`src/rtl/core/cdda_pkg.sv`:
```
// Package for the calendar date day arithmetic block: opcodes, field widths,
// year-start and month-start tables. No dependencies.
package cdda_pkg;

  localparam int unsigned EpochYear  = 1970;
  localparam int unsigned LastYear   = 2099;
  localparam int unsigned NumYears   = 130;
  localparam int unsigned LastDaynum = 47482;

  typedef logic [1:0]  opcode_t;
  typedef logic [4:0]  day_t;
  typedef logic [3:0]  month_t;
  typedef logic [11:0] year_t;
  typedef logic [15:0] daynum_t;
  typedef logic [7:0]  yidx_t;

  localparam opcode_t OP_ADD  = 2'd0;
  localparam opcode_t OP_SUB  = 2'd1;
  localparam opcode_t OP_DIFF = 2'd2;

  // Queue entry between the front and back parts.
  typedef struct packed {
    opcode_t op;
    daynum_t na;
    daynum_t nb;
    daynum_t off;
  } job_t;

  function automatic logic is_leap(input year_t y);
    return (y[1:0] == 2'b00) && (y != 12'd2100);
  endfunction

  // Days before 1 Jan of year index i (years since 1970).
  function automatic daynum_t year_start(input yidx_t i);
    logic [7:0] y;
    logic [7:0] leaps;
    y = i;
    // leap years 1972,1976,... before 1970+i
    leaps = (y + 8'd1) >> 2;
    return daynum_t'(y * 16'd365) + daynum_t'(leaps);
  endfunction

  // Days before day 1 of month m (1..12) in a non-leap year.
  function automatic logic [8:0] month_start(input month_t m);
    logic [8:0] r;
    case (m)
      4'd1:    r = 9'd0;
      4'd2:    r = 9'd31;
      4'd3:    r = 9'd59;
      4'd4:    r = 9'd90;
      4'd5:    r = 9'd120;
      4'd6:    r = 9'd151;
      4'd7:    r = 9'd181;
      4'd8:    r = 9'd212;
      4'd9:    r = 9'd243;
      4'd10:   r = 9'd273;
      4'd11:   r = 9'd304;
      4'd12:   r = 9'd334;
      default: r = 9'd0;
    endcase
    return r;
  endfunction

  function automatic day_t month_len(input month_t m, input logic leap);
    day_t r;
    case (m)
      4'd2:                       r = leap ? 5'd29 : 5'd28;
      4'd4, 4'd6, 4'd9, 4'd11:    r = 5'd30;
      default:                    r = 5'd31;
    endcase
    return r;
  endfunction

endpackage

```
`src/rtl/core/cdda_front.sv`:
```
// Front part: validates dates A and B and turns them into day numbers.
// Depends on cdda_pkg.
module cdda_front import cdda_pkg::*; (
  input  logic    clk,
  input  logic    rst_n,
  input  logic    in_valid,
  output logic    in_ready,
  input  opcode_t in_op,
  input  day_t    in_day_a,
  input  month_t  in_month_a,
  input  year_t   in_year_a,
  input  day_t    in_day_b,
  input  month_t  in_month_b,
  input  year_t   in_year_b,
  input  daynum_t in_off,
  output logic    job_valid,
  input  logic    job_ready,
  output job_t    job
);

  logic vld_r, vld_nxt;
  job_t job_r, job_nxt;

  function automatic daynum_t to_daynum(input day_t d, input month_t m, input year_t y);
    logic   ok;
    logic   lp;
    yidx_t  yi;
    ok = (y >= year_t'(EpochYear)) && (y <= year_t'(LastYear)) &&
         (m >= 4'd1) && (m <= 4'd12);
    lp = is_leap(y);
    ok = ok && (d >= 5'd1) && (d <= month_len(m, lp));
    yi = yidx_t'(y - year_t'(EpochYear));
    if (!ok) return daynum_t'(1);
    return year_start(yi) + daynum_t'(month_start(m)) +
           daynum_t'((lp && m > 4'd2) ? 1 : 0) + daynum_t'(d);
  endfunction

  assign in_ready  = !vld_r || job_ready;
  assign job_valid = vld_r;
  assign job       = job_r;

  always_comb begin
    vld_nxt = vld_r;
    job_nxt = job_r;
    if (job_ready) vld_nxt = 1'b0;
    if (in_valid && in_ready) begin
      vld_nxt    = 1'b1;
      job_nxt.op = in_op;
      job_nxt.na = to_daynum(in_day_a, in_month_a, in_year_a);
      job_nxt.nb = to_daynum(in_day_b, in_month_b, in_year_b);
      job_nxt.off = in_off;
    end
  end

  always_ff @(posedge clk) begin
    if (!rst_n) vld_r <= 1'b0;
    else vld_r <= vld_nxt;
    job_r <= job_nxt;
  end

endmodule

```
`src/rtl/core/cdda_queue.sv`:
```
// Two-entry queue of jobs between the front and back parts.
// Depends on cdda_pkg.
module cdda_queue import cdda_pkg::*; (
  input  logic clk,
  input  logic rst_n,
  input  logic wr_valid,
  output logic wr_ready,
  input  job_t wr_data,
  output logic rd_valid,
  input  logic rd_ready,
  output job_t rd_data
);

  job_t       mem_r [2];
  logic       wp_r, rp_r;
  logic [1:0] cnt_r;
  logic       wr, rd;

  assign wr_ready = cnt_r != 2'd2;
  assign rd_valid = cnt_r != 2'd0;
  assign rd_data  = mem_r[rp_r];
  assign wr = wr_valid && wr_ready;
  assign rd = rd_valid && rd_ready;

  always_ff @(posedge clk) begin
    if (!rst_n) begin
      wp_r <= 1'b0; rp_r <= 1'b0; cnt_r <= 2'd0;
    end else begin
      if (wr) wp_r <= !wp_r;
      if (rd) rp_r <= !rp_r;
      cnt_r <= cnt_r + 2'(wr) - 2'(rd);
    end
    if (wr) mem_r[wp_r] <= wr_data;
  end

  assert property (@(posedge clk) disable iff (!rst_n) cnt_r <= 2'd2)
    else $error("queue count overflow");
  assert property (@(posedge clk) disable iff (!rst_n)
    (cnt_r == 2'd0 && wr) |=> rd_valid) else $error("queue lost write");
  assert property (@(posedge clk) disable iff (!rst_n)
    (cnt_r == 2'd2 && !rd) |=> cnt_r == 2'd2) else $error("queue count drift");

endmodule

```
`src/rtl/core/cdda_back.sv`:
```
// Back part: computes the result day number and turns it back into a date
// with a year search (one year a cycle) then a month lookup. Depends on cdda_pkg.
module cdda_back import cdda_pkg::*; (
  input  logic    clk,
  input  logic    rst_n,
  input  logic    job_valid,
  output logic    job_ready,
  input  job_t    job,
  output logic    out_empty,
  input  logic    out_pop,
  output day_t    out_day,
  output month_t  out_month,
  output year_t   out_year,
  output daynum_t out_day_distance
);

  typedef enum logic [1:0] {S_IDLE, S_YEAR, S_MONTH, S_DONE} state_t;

  state_t     state_r;
  logic [16:0] n_r;       // zero-based day within range, later within year
  yidx_t      yi_r;
  day_t       day_r;
  month_t     mon_r;
  daynum_t    dist_r;
  logic [16:0] sum;
  logic [16:0] n0;
  logic        inrange;
  logic [8:0]  rem;
  logic        lp;
  month_t      mfound;
  logic [8:0]  mstart;
  daynum_t     ys_next;

  assign job_ready = (state_r == S_IDLE);
  assign out_empty = (state_r != S_DONE);
  assign out_day   = day_r;
  assign out_month = mon_r;
  assign out_year  = year_t'(EpochYear) + year_t'(yi_r);
  assign out_day_distance = dist_r;

  always_comb begin
    sum = (job.op == OP_ADD) ? 17'(job.na) + 17'(job.off) : 17'(job.na) - 17'(job.off);
    n0  = sum - 17'd1;
    inrange = (job.op == OP_ADD) ? (sum <= 17'(LastDaynum))
                                 : (job.op == OP_SUB) && (job.na > job.off);
  end

  assign ys_next = year_start(yi_r + yidx_t'(1));
  assign lp  = is_leap(year_t'(EpochYear) + year_t'(yi_r));
  assign rem = n_r[8:0];

  // Month lookup: largest month whose start (leap adjusted) is <= rem.
  always_comb begin
    mfound = 4'd1;
    mstart = 9'd0;
    for (int m = 2; m <= 12; m++) begin
      if (rem >= month_start(month_t'(m)) + 9'((lp && m > 2) ? 1 : 0)) begin
        mfound = month_t'(m);
        mstart = month_start(month_t'(m)) + 9'((lp && m > 2) ? 1 : 0);
      end
    end
  end

  always_ff @(posedge clk) begin
    if (!rst_n) begin
      state_r <= S_IDLE;
    end else begin
      case (state_r)
        S_IDLE: begin
          if (job_valid) begin
            yi_r  <= '0;
            day_r <= 5'd1;
            mon_r <= 4'd1;
            dist_r <= (job.op != OP_DIFF) ? '0 :
                      (job.na >= job.nb) ? job.na - job.nb : job.nb - job.na;
            if (job.op == OP_DIFF) begin
              state_r <= S_DONE;
            end else if (inrange) begin
              n_r     <= n0;
              state_r <= S_YEAR;
            end else begin
              state_r <= S_DONE;
            end
          end
        end
        S_YEAR: begin
          if (n_r >= 17'(ys_next) && yi_r != yidx_t'(NumYears - 1)) begin
            yi_r <= yi_r + yidx_t'(1);
          end else begin
            n_r     <= n_r - 17'(year_start(yi_r));
            state_r <= S_MONTH;
          end
        end
        S_MONTH: begin
          mon_r   <= mfound;
          day_r   <= day_t'(rem - mstart + 9'd1);
          state_r <= S_DONE;
        end
        S_DONE: begin
          if (out_pop) state_r <= S_IDLE;
        end
        default: state_r <= S_IDLE;
      endcase
    end
  end

  assert property (@(posedge clk) disable iff (!rst_n)
    (state_r == S_DONE && !out_pop) |=> state_r == S_DONE) else $error("result dropped");
  assert property (@(posedge clk) disable iff (!rst_n)
    state_r == S_DONE |-> (mon_r >= 4'd1 && mon_r <= 4'd12)) else $error("bad month");
  assert property (@(posedge clk) disable iff (!rst_n)
    state_r == S_DONE |-> day_r != 5'd0) else $error("bad day");

endmodule

```
`src/rtl/core/calendar_date_day_arithmetic.sv`:
```
// Calendar date day arithmetic, top level: front, job queue and back part.
// Depends on cdda_pkg, cdda_front, cdda_queue, cdda_back.
//
// Gregorian date arithmetic over 1970..2099. Opcode 0 adds offset_days to
// date A, opcode 1 subtracts it, opcode 2 gives the absolute day distance
// between A and B. Invalid dates count as 1 Jan 1970, and a result outside
// 1970..2099 comes back as 1 Jan 1970. Both sides look like queues: push an
// item when full is low, pop a result while empty is low. The front converts
// dates to day numbers through year and month start tables and registers them; a
// two-entry queue feeds the back part. Difference items, the unused opcode
// and add or subtract results out of range go straight from idle to done in
// the back part; other add and subtract items walk the year table one year a
// cycle and then take a month lookup before they are done. Only one result is held
// at a time; the front and queue keep accepting up to three items meanwhile.
module calendar_date_day_arithmetic import cdda_pkg::*; (
  input  logic        clk,
  input  logic        rst_n,
  input  logic        in_push,
  output logic        in_full,
  input  logic [1:0]  in_opcode,
  input  logic [4:0]  in_day_a,
  input  logic [3:0]  in_month_a,
  input  logic [11:0] in_year_a,
  input  logic [4:0]  in_day_b,
  input  logic [3:0]  in_month_b,
  input  logic [11:0] in_year_b,
  input  logic [15:0] in_offset_days,
  output logic        out_empty,
  input  logic        out_pop,
  output logic [4:0]  out_day,
  output logic [3:0]  out_month,
  output logic [11:0] out_year,
  output logic [15:0] out_day_distance
);

  logic in_ready;
  logic f_valid, f_ready;
  job_t f_job;
  logic q_valid, q_ready;
  job_t q_job;

  assign in_full = !in_ready;

  cdda_front u_front (
    .clk, .rst_n,
    .in_valid(in_push), .in_ready,
    .in_op(in_opcode), .in_day_a, .in_month_a, .in_year_a,
    .in_day_b, .in_month_b, .in_year_b, .in_off(in_offset_days),
    .job_valid(f_valid), .job_ready(f_ready), .job(f_job)
  );

  cdda_queue u_queue (
    .clk, .rst_n,
    .wr_valid(f_valid), .wr_ready(f_ready), .wr_data(f_job),
    .rd_valid(q_valid), .rd_ready(q_ready), .rd_data(q_job)
  );

  cdda_back u_back (
    .clk, .rst_n,
    .job_valid(q_valid), .job_ready(q_ready), .job(q_job),
    .out_empty, .out_pop, .out_day, .out_month, .out_year, .out_day_distance
  );

endmodule

```
`config.mk`:
```
export PLATFORM = sky130hd
export DESIGN_NAME = calendar_date_day_arithmetic
export DESIGN_NICKNAME = d
export VERILOG_FILES = /design/src/rtl/core/cdda_pkg.sv /design/src/rtl/core/cdda_front.sv /design/src/rtl/core/cdda_queue.sv /design/src/rtl/core/cdda_back.sv /design/src/rtl/core/calendar_date_day_arithmetic.sv
export SDC_FILE = /design/constraint.sdc
export NUM_CORES = 1
export LEC_CHECK = 0
export BUFFER_PORTS_ARGS = -buffer_cell sky130_fd_sc_hd__buf_2
export CORE_AREA = 5 5 253 255
export CTS_CLUSTER_DIAMETER = 100
export DETAILED_ROUTE_END_ITERATION = 12
export DIE_AREA = 0 0 258 260
export HOLD_SLACK_MARGIN = 0.08
export PLACE_DENSITY = 0.48
export SLEW_MARGIN = 20
export SYNTH_ARGS = -nofsm -noshare
export SYNTH_HDL_FRONTEND = slang
export SYNTH_SLANG_ARGS = --single-unit
```
`constraint.sdc`:
```
create_clock -name clk -period 21.2 [get_ports clk]
set_input_delay 2.12 -clock clk [delete_from_list [all_inputs] [get_ports clk]]
set_output_delay 2.12 -clock clk [all_outputs]
set_load 0.02 [all_outputs]
```
Word level (Yosys, flattened, before mapping)
Memories as Yosys holds them, arrays and structs flattened. A register that Yosys moved wholly into a read port is not among the register bits.
Cells that the tools add are included.
{"block": "op_classes", "n_addsub": 47, "n_mul": 4, "n_lt_le_gt_ge": 29, "eq_ne": 28, "n_mux": 80, "n_reduce_logical": 41}
{"operator": "two-way mux 5 bit", "n": 24}
{"operator": "two-way mux 17 bit", "n": 5}
{"operator": "two-way mux 16 bit", "n": 5}
{"operator": "greater-or-equal comparator 9 bit", "n": 8}
{"operator": "adder 16 x 6 -> 16 bit", "n": 4}
{"operator": "multiplier 8 x 9 -> 16 bit (second input constant)", "n": 4}
{"operator": "adder 5 x 1 -> 5 bit", "n": 10}
{"operator": "adder 8 x 9 -> 9 bit (first input constant)", "n": 4}
{"operator": "two-way mux 9 bit", "n": 4}
{"operator": "!= test 12 bit (second input constant)", "n": 3}
{"operator": "one-hot mux 17 bit (2 select lines)", "n": 1}
{"operator": "adder 16 bit", "n": 2}
{"operator": "adder 16 x 5 -> 16 bit", "n": 2}
{"operator": "adder 16 x 9 -> 16 bit", "n": 2}
{"operator": "adder 8 x 1 -> 8 bit (second input constant)", "n": 4}
{"operator": "subtractor 16 bit", "n": 2}
{"operator": "one-hot mux 5 bit (2 select lines)", "n": 3}
{"operator": "adder 9 bit (first input constant)", "n": 3}
{"operator": "greater-or-equal comparator 12 x 11 -> 1 bit (second input constant)", "n": 2}
{"operator": "<= comparator 12 bit (second input constant)", "n": 2}
{"operator": "two-way mux 4 bit", "n": 6}
{"operator": "logical AND 1 bit", "n": 20}
{"operator": "adder 16 x 16 -> 17 bit", "n": 1}
{"operator": "greater-or-equal comparator 17 x 16 -> 1 bit", "n": 1}
{"operator": "other kinds (46)", "n": 107}
{"block": "word_totals", "register_bits": 107, "ram_bits": 100, "romBits": 288, "in_bits": 64, "output_inout_bits": 39, "elab_cells": 246, "n_memories": 3}
{"name": "(name not given)", "depth": 16, "word_bits": 9, "read_ports": 1, "rd_ports_with_merged_regs": 0, "write_ports": 0, "line_no": "cdda_pkg.sv:46", "text": "case (m)"}
{"name": "(name not given)", "depth": 16, "word_bits": 9, "read_ports": 1, "rd_ports_with_merged_regs": 0, "write_ports": 0, "line_no": "cdda_pkg.sv:46"}
{"name": "u_queue.mem_r", "depth": 2, "word_bits": 50, "read_ports": 1, "rd_ports_with_merged_regs": 1, "write_ports": 1, "line_no": "cdda_queue.sv:14", "text": "job_t mem_r [2];"}

Logic depth before layout (Yosys ltp)
{"block": "depth", "word_depth": 21, "depth_mapped": 37, "mapped_depth_nobuf": 36}

By module
From an unflattened synthesis, not the netlist that was laid out.
{"block": "unflattened", "hier_cells": 2250, "area_unflattened_um2": 22266.4}
{"module": "cdda_back", "n_inst": 1, "cells_per_inst": 1323, "area_per_inst_um2": 11023.1, "seq_area_each_um2": 1541.5}
{"module": "cdda_front", "n_inst": 1, "cells_per_inst": 740, "area_per_inst_um2": 7355.8, "seq_area_each_um2": 1521.5}
{"module": "cdda_queue", "n_inst": 1, "cells_per_inst": 186, "area_per_inst_um2": 3883.7, "seq_area_each_um2": 3103.0}
{"module": "calendar_date_day_arithmetic", "n_inst": 1, "cells_per_inst": 1, "area_per_inst_um2": 3.8, "seq_area_each_um2": 0.0}

Worst setup path before layout
No wires, ideal clock.
{"block": "synth_timing", "kind": "register to register", "from": "register u_back.yi_r[0]", "to": "register u_back.n_r[0] (enable)", "setup_ps": 403, "arrival_time_ps": 7704, "t_required_ps": 20797, "slack_ps": 13093, "path_stages_with_launch": 35, "path_buffers": 2, "period_less_slack_ps": 8107, "path_cell_list": "edfxtp_1 -> clkbuf_1 -> inv_1 -> ha_1 -> clkbuf_1 -> inv_1 -> and3_1 -> nand3_1 -> xnor2_1 -> ha_1 -> inv_1 -> fa_1 -> inv_1 -> ha_1 -> inv_1 -> fa_1 -> inv_1 -> ha_1 -> a21oi_1 -> o21bai_1 -> a21oi_1 -> o21bai_1 -> a21oi_1 -> o21ai_0 -> or4_1 -> o311ai_0 -> xor2_1 -> ha_1 -> nand4_1 -> nor4_1 -> a211o_1 -> a211o_1 -> nand2_1 -> o21ai_0 -> nor4_2"}
{"block": "synth_between", "elab_chain_len": 7, "elab_cells_between_ends": 9, "classes_between": "add/sub (3); mul (1); order compare (1); eq/ne (2); reduce/logical (2)"}
{"element": "start: declaration", "line_no": "cdda_back.sv:21", "text": "yidx_t yi_r;"}
{"element": "start signal: assignment", "line_no": "cdda_back.sv:88", "text": "yi_r <= yi_r + yidx_t'(1);"}
{"element": "adder 8 x 1 -> 8 bit", "line_no": "cdda_back.sv:48", "text": "assign ys_next = year_start(yi_r + yidx_t'(1));"}
{"element": "multiplier 8 x 9 -> 16 bit / adder 8 x 1 -> 8 bit (equally long branches)", "line_no": "cdda_pkg.sv:40, cdda_pkg.sv:39"}
{"element": "adder 16 x 6 -> 16 bit", "line_no": "cdda_pkg.sv:40", "text": "return daynum_t'(y * 16'd365) + daynum_t'(leaps);"}
{"element": "greater-or-equal comparator 17 x 16 -> 1 bit", "line_no": "cdda_back.sv:87", "text": "if (n_r >= 17'(ys_next) && yi_r != yidx_t'(NumYears - 1)) begin"}
{"element": "logical AND 1 bit (*)", "line_no": "cdda_back.sv:87"}
{"element": "!= test 2 bit (no line) (*)"}
{"element": "AND reduction 6 bit (no line) (*)"}
{"element": "end signal: assignment", "line_no": "cdda_back.sv:79", "text": "n_r <= n0;"}
{"element": "end signal: assignment", "line_no": "cdda_back.sv:90", "text": "n_r <= n_r - 17'(year_start(yi_r));"}
{"element": "end: declaration", "line_no": "cdda_back.sv:20", "text": "logic [16:0] n_r;"}
Every way passes the cells marked *; elsewhere a longest branch is shown, timed or not.
A chain may end at the register's enable or synchronous reset.

Worst setup path in the final report
{"block": "layout_timing", "from": "register u_back.yi_r[0]", "to": "register u_back.n_r[9] (enable)"}
Same word-level chain as after synthesis.

==> flow_summary.json <==
{
  "status": "finished clean",
  "die_w_um": 258,
  "cts_buffer_depth": 3,
  "clock.fmax_mhz": 113,
  "synth_area_per_cell_um2": 9.98,
  "rsz0062_at_grt": "false",
  "drv_slew": 0,
  "num_io_pins": 103,
  "ctsHtreeMaxLevel": 1,
  "overflow": 0,
  "crit_top_cell": "ha_1",
  "core-area_um2": 61400,
  "wl_um": 52600,
  "layout-drive-gt1-share_pct": 8.70,
  "postCtsSetupBuffers": 0,
  "area_growth_pct": 10.2,
  "relSlewSlack_pct": 27.6,
  "finalCriticalPeriod_ns": 8.85,
  "endpoint_kind": "flip-flop",
  "synth_nets": 2742,
  "port_buffers": 102,
  "synth.top_cells.by_count": "365 x ha_1, 356 x inv_1, 200 x edfxtp_1, 137 x nor2_1, 124 x fa_1",
  "fin_skew_ns": 0.0336,
  "grtUsageTotal_pct": 15.6,
  "cts_tree": "done",
  "first_global_vias": 16200,
  "clock-sinks": 208,
  "worstSetupPathType": "flip-flop to flip-flop",
  "tns_ns": 0,
  "grt_max_degree": 51,
  "yosys-top-cells-area": "edfxtp_1 27%, ha_1 21%, fa_1 11%, inv_1 6.1%, xnor2_1 4.2%",
  "drcViolationCount": 0,
  "async_reset_ff_share_pct": 0,
  "critPathRequiredTime_ns": 21.37,
  "nets": 2835,
  "drt-initial-drc-count": 764,
  "arrival_ns": 9.01,
  "yosysMostFrequentCell": "ha_1",
  "clk_latency_ns": 0.54,
  "grt_pass1_wl_um": 85400,
  "post-route-period-util_pct": 41.7,
  "hold_viol_final": 0,
  "ant_nets": 0,
  "synth_area_um2": 21900,
  "path_clk_slew_ns": 0.06,
  "vias_per_cell": 5.02,
  "n_antenna_cell": 0,
  "die_h_um": 260,
  "yosysSeqAreaShare_pct": 28.2,
  "yosysTopAreaCell": "edfxtp_1",
  "cts-buffers-inserted": 25,
  "vias": 15500,
  "cpPeakStageDelay_ns": 0.98,
  "place_congestion": 0.868,
  "die_area_um2": 67100,
  "cts_hold_buf": 0,
  "ys_ff_latch": 208,
  "initial_core_util_pct": 35.6,
  "crit_path_max_fanout": 17,
  "syn_inst": 2189,
  "routedWlPerCell_um": 17.0,
  "maxCapViolCount": 0,
  "tightest_slew_ns": 1.08,
  "dpl.hpwl_um": 43200,
  "yosys_warnings": 0,
  "grt_antenna_before_repair": 0,
  "synth_edf_count": 200,
  "rows": 91,
  "synth_ff_type": "edfxtp_1",
  "synth.distinct_cells": 87,
  "first_pass_iters": 6,
  "crit_path_start_kind": "flip-flop",
  "setup_viol_count_final": 0,
  "crit_slowest_cell": "nor4_4",
  "cts_repair_resize_count": 0,
  "root_buffer": "clkbuf_16",
  "synth_top_cell_area_share_pct": 27.5,
  "hold_path_class": "flip-flop to flip-flop"
}
[stage by stage]
step                util [%]  cells  setup WS, ns  area, µm²  hold slack [ns]
finish                  39.2   3090         12.35      24100            0.423
global route            39.2   3090         11.72      24100            0.426
CTS                     39.2   3090         12.28      24100            0.408
detailed placement      37.9   3045         12.31      23200            0.430
global placement        37.9   3045         12.47      23200            0.423
floorplan                  -   2189         13.09      21900            0.421
[flip-flops by register name, indices dropped and copies added, names as in the netlist, named ones only]
signal	flops
u_back.n_r	17
u_back.out_day	5
u_back.out_day_distance	16
u_back.out_month	4
u_back.state_r	2
u_back.yi_r	8
u_front.job	50
u_front.job_valid	1
u_queue.cnt_r	2
u_queue.mem_r	100
u_queue.rp_r	1
u_queue.wp_r	1
[worst paths after layout]
check                       start              endpoint  slack, ns  depth (start not counted)
setup reg to reg   u_back.yi_r[0]         u_back.n_r[9]      12.35                         32
hold / removal    u_front.job[36]  u_queue.mem_r[0][36]       0.42                          0
setup / recovery   u_back.yi_r[0]         u_back.n_r[9]      12.35                         32
hold reg to reg   u_front.job[36]  u_queue.mem_r[0][36]       0.42                          0
[cell type report]
class                   count  area (µm²)
fillers                  6104       37300
multi-input cells        1578       14200
flip-flops and latches    208        6170
inverters                 357        1340
well taps                 790         988
clock buffers              28         637
repair buffers            112         586
clock inverters            17         204
[cells in the final DEF, fill, tap and decap left out, types with 7 or more instances in the layout]
cell	count
a21oi_1	116
a211oi_1	11
dfxtp_1	7
or2_2	10
buf_2	102
nor2_1	136
nor4_1	9
o31ai_1	11
a21boi_0	10
o41ai_1	9
and3_1	8
nand4_1	27
xor2_1	47
nand2_1	90
o21a_1	14
clkbuf_16	25
fa_1	124
buf_4	10
mux2i_1	61
and2_1	24
inv_1	356
o21bai_1	19
or3_1	8
nand3_1	26
nor2b_1	32
o211ai_1	12
nor3_1	35
a31oi_1	11
edfxtp_1	200
xnor2_1	104
a21o_1	43
mux2_2	11
o21ai_0	86
ha_1	365
nand2b_1	19
[metal layers]
layer | vias to the layer above | wire length [µm] | track usage (%) | part of all wire, %
met1 | 7547 | 23800 | 20.0 | 45
met2 | 158 | 26500 | 28.5 | 50
li1 | 7755 | - | - | -
met3 | 49 | 1370 | 1.91 | 2.6
met5 | - | 0 | 0 | 0
met4 | 0 | 948 | 2.80 | 1.8
[critical path: cells and delay by family, from the launching register on]
| kind | cells | cell delay, ns |
|---|---|---|
| adders and majority gates | 8 | 2.88 |
| DFF | 1 | 0.73 |
| xor gates and xnor gates | 3 | 1.03 |
| buffers and inverters | 4 | 0.18 |
| AOI/OAI and AO/OA | 10 | 1.86 |
| and+or+nand+nor | 7 | 1.77 |
[logic make-up (layout without fill, tap and decap cells)]
kind of cell,Yosys count,after routing,synth area share [%]
xor+xnor,153,153,6.20
flops,208,208,28.2
fa+ha+maj,489,489,32.3
buf+inv,403,514,7.10
mux,74,74,3.57
simple gates,456,456,10.5
compound gates,406,406,12.1
Power is not shown: default switching activity piles up to over one toggle a cycle in this logic, so the estimate is an artifact.
